==> src/rtl/pbosc_pkg.sv <==
// Shared types, constants and helper functions of the polyBLEP oscillator.
// Used by pbosc_ctrl, pbosc_dpath and the top level; depends on nothing.
package pbosc_pkg;

  localparam int PH_W    = 24;
  localparam int FRAC    = 20;
  localparam int SMP_W   = 24;
  localparam int VAL_W   = FRAC + 6;
  localparam int INTEG_W = 32;
  localparam int MA_W    = INTEG_W + 1;
  localparam int MB_W    = VAL_W + 1;
  localparam int PROD_W  = MA_W + MB_W;
  localparam int ACC_W   = INTEG_W + 8;
  localparam int QUO_W   = FRAC;
  localparam int CNT_W   = $clog2(QUO_W);
  localparam int MODE_W  = 2;
  localparam int STEP_W  = 3;

  localparam logic [MODE_W-1:0] MODE_SAW   = MODE_W'(0);
  localparam logic [MODE_W-1:0] MODE_CHOIR = MODE_W'(1);
  localparam logic [MODE_W-1:0] MODE_GLASS = MODE_W'(2);
  localparam logic [MODE_W-1:0] MODE_PULSE = MODE_W'(3);

  localparam logic signed [MB_W-1:0] K_LEAK      = MB_W'(419);
  localparam logic signed [MB_W-1:0] K_CHOIR_TRI = MB_W'(1101005);
  localparam logic signed [MB_W-1:0] K_CHOIR_SAW = MB_W'(125829);
  localparam logic signed [MB_W-1:0] K_GLASS_SAW = MB_W'(754975);
  localparam logic signed [MB_W-1:0] K_GLASS_SEC = MB_W'(293601);
  localparam logic signed [MB_W-1:0] K_PULSE     = MB_W'(1310720);

  localparam logic [PH_W-1:0] SHIFT_HALF  = PH_W'(1 << (PH_W - 1));
  localparam logic [PH_W-1:0] SHIFT_PULSE = PH_W'(2684355);

  localparam logic signed [VAL_W-1:0] Q_ONE   = VAL_W'(1 << FRAC);
  localparam logic signed [ACC_W-1:0] OUT_MAX = ACC_W'((1 << (SMP_W - 1)) - 1);
  localparam logic signed [ACC_W-1:0] OUT_MIN = ~OUT_MAX;

  typedef enum logic [2:0] {
    ST_IDLE, ST_SETUP, ST_DIV, ST_SQ, ST_FIN, ST_OP, ST_OUT
  } state_t;

  typedef enum logic [3:0] {
    MS_NONE, MS_TT, MS_SQINC, MS_LEAK, MS_TRI, MS_CSAW, MS_SS, MS_GSAW, MS_GSEC, MS_PULSE
  } mul_sel_t;

  typedef enum logic [2:0] {
    PO_NONE, PO_ACC_SAW, PO_INTEG_ADD, PO_INTEG_LEAK, PO_SECOND, PO_ACC_LOAD, PO_ACC_ADD
  } post_t;

  typedef enum logic [1:0] {
    BK_NONE, BK_START, BK_END
  } blep_t;

  typedef struct packed {
    mul_sel_t mul;
    post_t    post;
    logic     last;
  } op_t;

  typedef struct packed {
    logic     accept;
    logic     setup;
    logic     div_step;
    logic     fin;
    logic     second;
    mul_sel_t mul;
    post_t    post;
    logic     out_load;
  } cmd_t;

  typedef struct packed {
    logic [MODE_W-1:0] mode;
    logic              need_div;
    logic              div_last;
    logic              out_free;
  } sts_t;

  function automatic op_t op_cmd(input logic [MODE_W-1:0] mode,
                                 input logic [STEP_W-1:0] step);
    op_t r;
    r = '{MS_NONE, PO_NONE, 1'b1};
    case (mode)
      MODE_SAW: begin
        r = '{MS_NONE, PO_ACC_SAW, 1'b1};
      end
      MODE_CHOIR: begin
        case (step)
          3'd0:    r = '{MS_SQINC, PO_NONE, 1'b0};
          3'd1:    r = '{MS_NONE, PO_INTEG_ADD, 1'b0};
          3'd2:    r = '{MS_LEAK, PO_NONE, 1'b0};
          3'd3:    r = '{MS_NONE, PO_INTEG_LEAK, 1'b0};
          3'd4:    r = '{MS_TRI, PO_NONE, 1'b0};
          3'd5:    r = '{MS_CSAW, PO_ACC_LOAD, 1'b0};
          default: r = '{MS_NONE, PO_ACC_ADD, 1'b1};
        endcase
      end
      MODE_GLASS: begin
        case (step)
          3'd0:    r = '{MS_SS, PO_NONE, 1'b0};
          3'd1:    r = '{MS_GSAW, PO_SECOND, 1'b0};
          3'd2:    r = '{MS_GSEC, PO_ACC_LOAD, 1'b0};
          default: r = '{MS_NONE, PO_ACC_ADD, 1'b1};
        endcase
      end
      default: begin
        case (step)
          3'd0:    r = '{MS_PULSE, PO_NONE, 1'b0};
          default: r = '{MS_NONE, PO_ACC_LOAD, 1'b1};
        endcase
      end
    endcase
    return r;
  endfunction

  function automatic logic signed [PROD_W-1:0] round_shift(
      input logic signed [PROD_W-1:0] p, input int sh);
    logic signed [PROD_W-1:0] bias;
    bias = PROD_W'(1) << (sh - 1);
    return (p + bias) >>> sh;
  endfunction

  function automatic logic signed [INTEG_W-1:0] sat_integ(
      input logic signed [INTEG_W+1:0] x);
    logic [2:0] top;
    top = x[INTEG_W+1:INTEG_W-1];
    if (top == 3'b000 || top == 3'b111) begin
      return x[INTEG_W-1:0];
    end else if (x[INTEG_W+1]) begin
      return {1'b1, {(INTEG_W-1){1'b0}}};
    end else begin
      return {1'b0, {(INTEG_W-1){1'b1}}};
    end
  endfunction

endpackage

==> src/rtl/pbosc_ctrl.sv <==
// Sequencer of the polyBLEP oscillator: steps each beat through accept, setup, divide,
// square, correction, the waveform operations and output. Depends on pbosc_pkg.
module pbosc_ctrl (
  input  logic            clk,
  input  logic            rst_n,
  input  logic            in_valid,
  output logic            in_stall,
  input  pbosc_pkg::sts_t sts,
  output pbosc_pkg::cmd_t cmd
);
  import pbosc_pkg::*;

  state_t             state_r, state_nxt;
  logic               second_r, second_nxt;
  logic [STEP_W-1:0]  step_r, step_nxt;
  op_t                op;

  always_ff @(posedge clk) begin
    if (!rst_n) begin
      state_r  <= ST_IDLE;
      second_r <= 1'b0;
      step_r   <= '0;
    end else begin
      state_r  <= state_nxt;
      second_r <= second_nxt;
      step_r   <= step_nxt;
    end
  end

  assign in_stall = (state_r != ST_IDLE);

  always_comb begin
    state_nxt  = state_r;
    second_nxt = second_r;
    step_nxt   = step_r;
    op         = op_cmd(sts.mode, step_r);
    cmd        = '0;
    cmd.second = second_r;
    case (state_r)
      ST_IDLE: begin
        if (in_valid) begin
          cmd.accept = 1'b1;
          second_nxt = 1'b0;
          state_nxt  = ST_SETUP;
        end
      end
      ST_SETUP: begin
        cmd.setup = 1'b1;
        state_nxt = sts.need_div ? ST_DIV : ST_FIN;
      end
      ST_DIV: begin
        cmd.div_step = 1'b1;
        if (sts.div_last) begin
          state_nxt = ST_SQ;
        end
      end
      ST_SQ: begin
        cmd.mul   = MS_TT;
        state_nxt = ST_FIN;
      end
      ST_FIN: begin
        cmd.fin = 1'b1;
        if (!second_r && (sts.mode == MODE_CHOIR || sts.mode == MODE_PULSE)) begin
          second_nxt = 1'b1;
          state_nxt  = ST_SETUP;
        end else begin
          step_nxt  = '0;
          state_nxt = ST_OP;
        end
      end
      ST_OP: begin
        cmd.mul  = op.mul;
        cmd.post = op.post;
        if (op.last) begin
          state_nxt = ST_OUT;
        end else begin
          step_nxt = STEP_W'(step_r + 1'b1);
        end
      end
      ST_OUT: begin
        if (sts.out_free) begin
          cmd.out_load = 1'b1;
          state_nxt    = ST_IDLE;
        end
      end
      default: begin
        state_nxt = ST_IDLE;
      end
    endcase
  end

endmodule

==> config.mk <==
export PLATFORM = sky130hd
export DESIGN_NAME = pbosc_ctrl
export DESIGN_NICKNAME = d
export VERILOG_FILES = /design/src/rtl/pbosc_pkg.sv /design/src/rtl/pbosc_ctrl.sv
export SDC_FILE = /design/constraint.sdc
export NUM_CORES = 1
export LEC_CHECK = 0
export ABC_AREA = 1
export CAP_MARGIN = 20
export CORE_MARGIN = 2
export CORE_UTILIZATION = 45
export CTS_CLUSTER_SIZE = 28
export DETAILED_ROUTE_END_ITERATION = 6
export DONT_BUFFER_PORTS = 1
export PLACE_DENSITY_LB_ADDON = 0.15
export SETUP_SLACK_MARGIN = 0.3
export SYNTH_ARGS = -nofsm -noshare
export SYNTH_HDL_FRONTEND = slang
export SYNTH_SLANG_ARGS = --single-unit
==> constraint.sdc <==
create_clock -name clk -period 2.7 [get_ports clk]
set_input_delay 0.135 -clock clk [delete_from_list [all_inputs] [get_ports clk]]
set_output_delay 0.135 -clock clk [all_outputs]
set_load 0.02 [all_outputs]
==> impl_metrics.ini <==
[clock_network]
cts_buffers = 3
root_buffer = clkbuf_4
cts_htree_levels = 1
clock-sinks = 7
post_cts_buffers = 0
clock_path_buffers = 2
cts.reportedPaths.clkPinSlew_ns = 0.06
cts_hold_buf = 1
insertion_delay_ns = 0.26
post_cts_resized = 0
tritoncts = yes

[global_routing]
grt_usage_pct = 18.8
grt_pass1_wl_microns = 2860
antenna_found_initial = 0
grt-ovfl-total = 0
met3_usage_pct = 6.00
grt_pass1_vias = 688
top_usage_layer = met2
grt_max_degree = 9
met1_usage_pct = 27.1
grt_util_met2_pct = 29.1

[synth]
avgSynthCellArea_sq_um = 6.27
synth.distinct_cells = 25
syn_area_sq_um = 764
syn_nets = 135
netlist_top_cells_area = dfxtp_1 18%, nand2_1 10%, inv_1 8.8%, ha_1 8.2%, a21oi_1 6.5%
synth_seq_cells = 7
syn_inst = 122
synth_area_leader_cell = dfxtp_1
yosysTopAreaCellShare_pct = 18.3
synth_warnings = 0
seq_area_frac_synth_pct = 18.3

[floorplan]
die_h_microns = 45.2
coreArea_sq_um = 1540
start_util_pct = 49.6
ios = 22
rows = 14
die_w_microns = 45.2
die_area_sq_um = 2040

[timing]
hold_viol = 0
fin_setup_tns_ns = 0
whs_ns = 0.0861
final_max_slew_viol_count = 0
slew_headroom_pct = 57.2
setup_ws_ns = 0.696
tightest_slew_ns = 0.636
fin_crit_sh_pct = 74.2
rsz0062_at_grt = false
setup_violations = 0
fin_skew_ns = 0.00662
fmax_mhz = 499
period_minus_slack_ns = 2.00

[job]
cap_violations = 0

[min_path]
hp-class = input port to flip-flop

[route]
ant_nets = 0
dr.pass1.iters = 4
vias = 780
drc = 0
wl_microns = 1700
viasPerCell = 5.49
drt-initial-drc-count = 14
drt-wirelength-per-cell_microns = 12.0

[placed_design]
place_inst = 137
pre_cts_ws_ns = 0.967
place.gp.congestion = 0.881
numPortBuffers = 0
dp_hpwl_microns = 1410

[layout]
final_nets = 140
final_cell_count_no_fill = 142
drive_gt1_share_pct = 15.9
syn2layout_area_growth_pct = 6.55
n_antenna_cell = 0
postLayoutCoreUtil_pct = 52.8

[setup_path]
crit_path_end = cmd[3]
critPathCaptureType = output port
path_class = flip-flop to output port
startpoint_type = flip-flop
worstPathArrival_ns = 1.87
timing.rr.start = step_r[0]
cp-startpoint = step_r[0]
ff2ff_path_depth = 10
reg2reg_slack_ns = 1.01
worstPathRequired_ns = 2.57
reg2reg_to = state_r[2]
cp_max_fo = 5

[run_status]
outcome = completed

[power_and_ir_drop]
power.density_nw_per_um2 = 726
p_leak_nw = 0.402
vdd_drop_max_v = 0.000499
metrics by stage:
stage,power [mW],instance area (sq um)
4_1_cts,0.596,815
3_3_place_gp,0.495,777
5_1_grt,0.647,815
3_5_place_dp,0.497,777
6_report,0.592,815
2_1_floorplan,0.448,764
metal layers:
layer	share of wire [%]	vias to the layer above
li1	-	411
met4	0	0
met3	6.6	0
met2	47	18
met5	0	-
met1	46	351
cell usage after synthesis:
master and n:
nand2_1 21, nand4_1 2, a21boi_0 1, a21oi_1 10, buf_4 2, nand3_4 1, nand3b_1 1, nand3_1 10
inv_1 18, nor3_4 2, o21ai_1 3, dfxtp_1 7, o21ai_0 6, o31ai_1 1, a221oi_1 1, nor3_1 2
a31oi_1 1, o22ai_1 1, nor2_1 13, nand2_4 2, o211ai_1 2, nand2_2 4, nor2_2 2, inv_2 4
ha_1 5
report_power, final:
group          total [mW]  internal (mW)  switching (mW)
clock              0.0962         0.0543          0.0419
sequential          0.179          0.127          0.0520
combinational       0.316         0.0968           0.219
worst min path at each step:
stage | startpoint | end | slack, ns | cells past startpoint
6_report | rst_n | step_r[1] | 0.09 | 2
3_5_place_dp | rst_n | state_r[0] | 0.24 | 2
3_3_place_gp | rst_n | state_r[0] | 0.24 | 2
2_1_floorplan | rst_n | state_r[0] | 0.23 | 2
5_1_grt | rst_n | step_r[1] | 0.11 | 2
4_1_cts | rst_n | step_r[1] | 0.08 | 2
layout make-up:
| cell class | count | area, sq um |
|---|---|---|
| clock buffers | 3 | 22.5 |
| clock inverters | 1 | 5.00 |
| fillers | 167 | 727 |
| inverters | 22 | 82.6 |
| multi-input cells | 91 | 527 |
| flip-flops and latches | 7 | 140 |
| well taps | 16 | 20.0 |
| repair buffers | 2 | 17.5 |
placed cells by master (no fill, tap or decap):
cell type and n:
dfxtp_1 7, nand2_4 2, nor2_2 2, nor2_1 13, a31oi_1 1, nor3_4 2
o21ai_1 3, nand2_2 4, nor3_1 2, nand3_4 1, buf_4 1, o211ai_1 2
clkinv_2 1, o21ai_0 6, clkbuf_4 3, nand3b_1 1, inv_2 4, dlygate4sd3_1 1
a21boi_0 1, nand4_1 2, nand3_1 10, a221oi_1 1, ha_1 5, inv_1 18
a21oi_1 10, o22ai_1 1, nand2_1 21, o31ai_1 1
logic make-up after synthesis:
logic type               after synthesis  share of synthesized area, %
AND/OR/NAND/NOR                       60                          41.6
AO/OA/AOI/OAI                         26                          19.2
buffers and inverters                 24                          12.8
flip-flops                             7                          18.3
adder cells (fa/ha/maj)                5                          8.18
flip-flops by register name, summed over array words and instances (netlist names):
signal and count:
state_r 3, second_r 1, step_r 3
worst max-delay path, cell delays in order (launching register included):
cell,delay (ns)
dfxtp_1,0.38
inv_1,0.12
ha_1,0.25
nor2_1,0.16
nand3_1,0.13
nand2_1,0.08
nand2_1,0.05
a31oi_1,0.43
(Power assumes the default switching activity.)
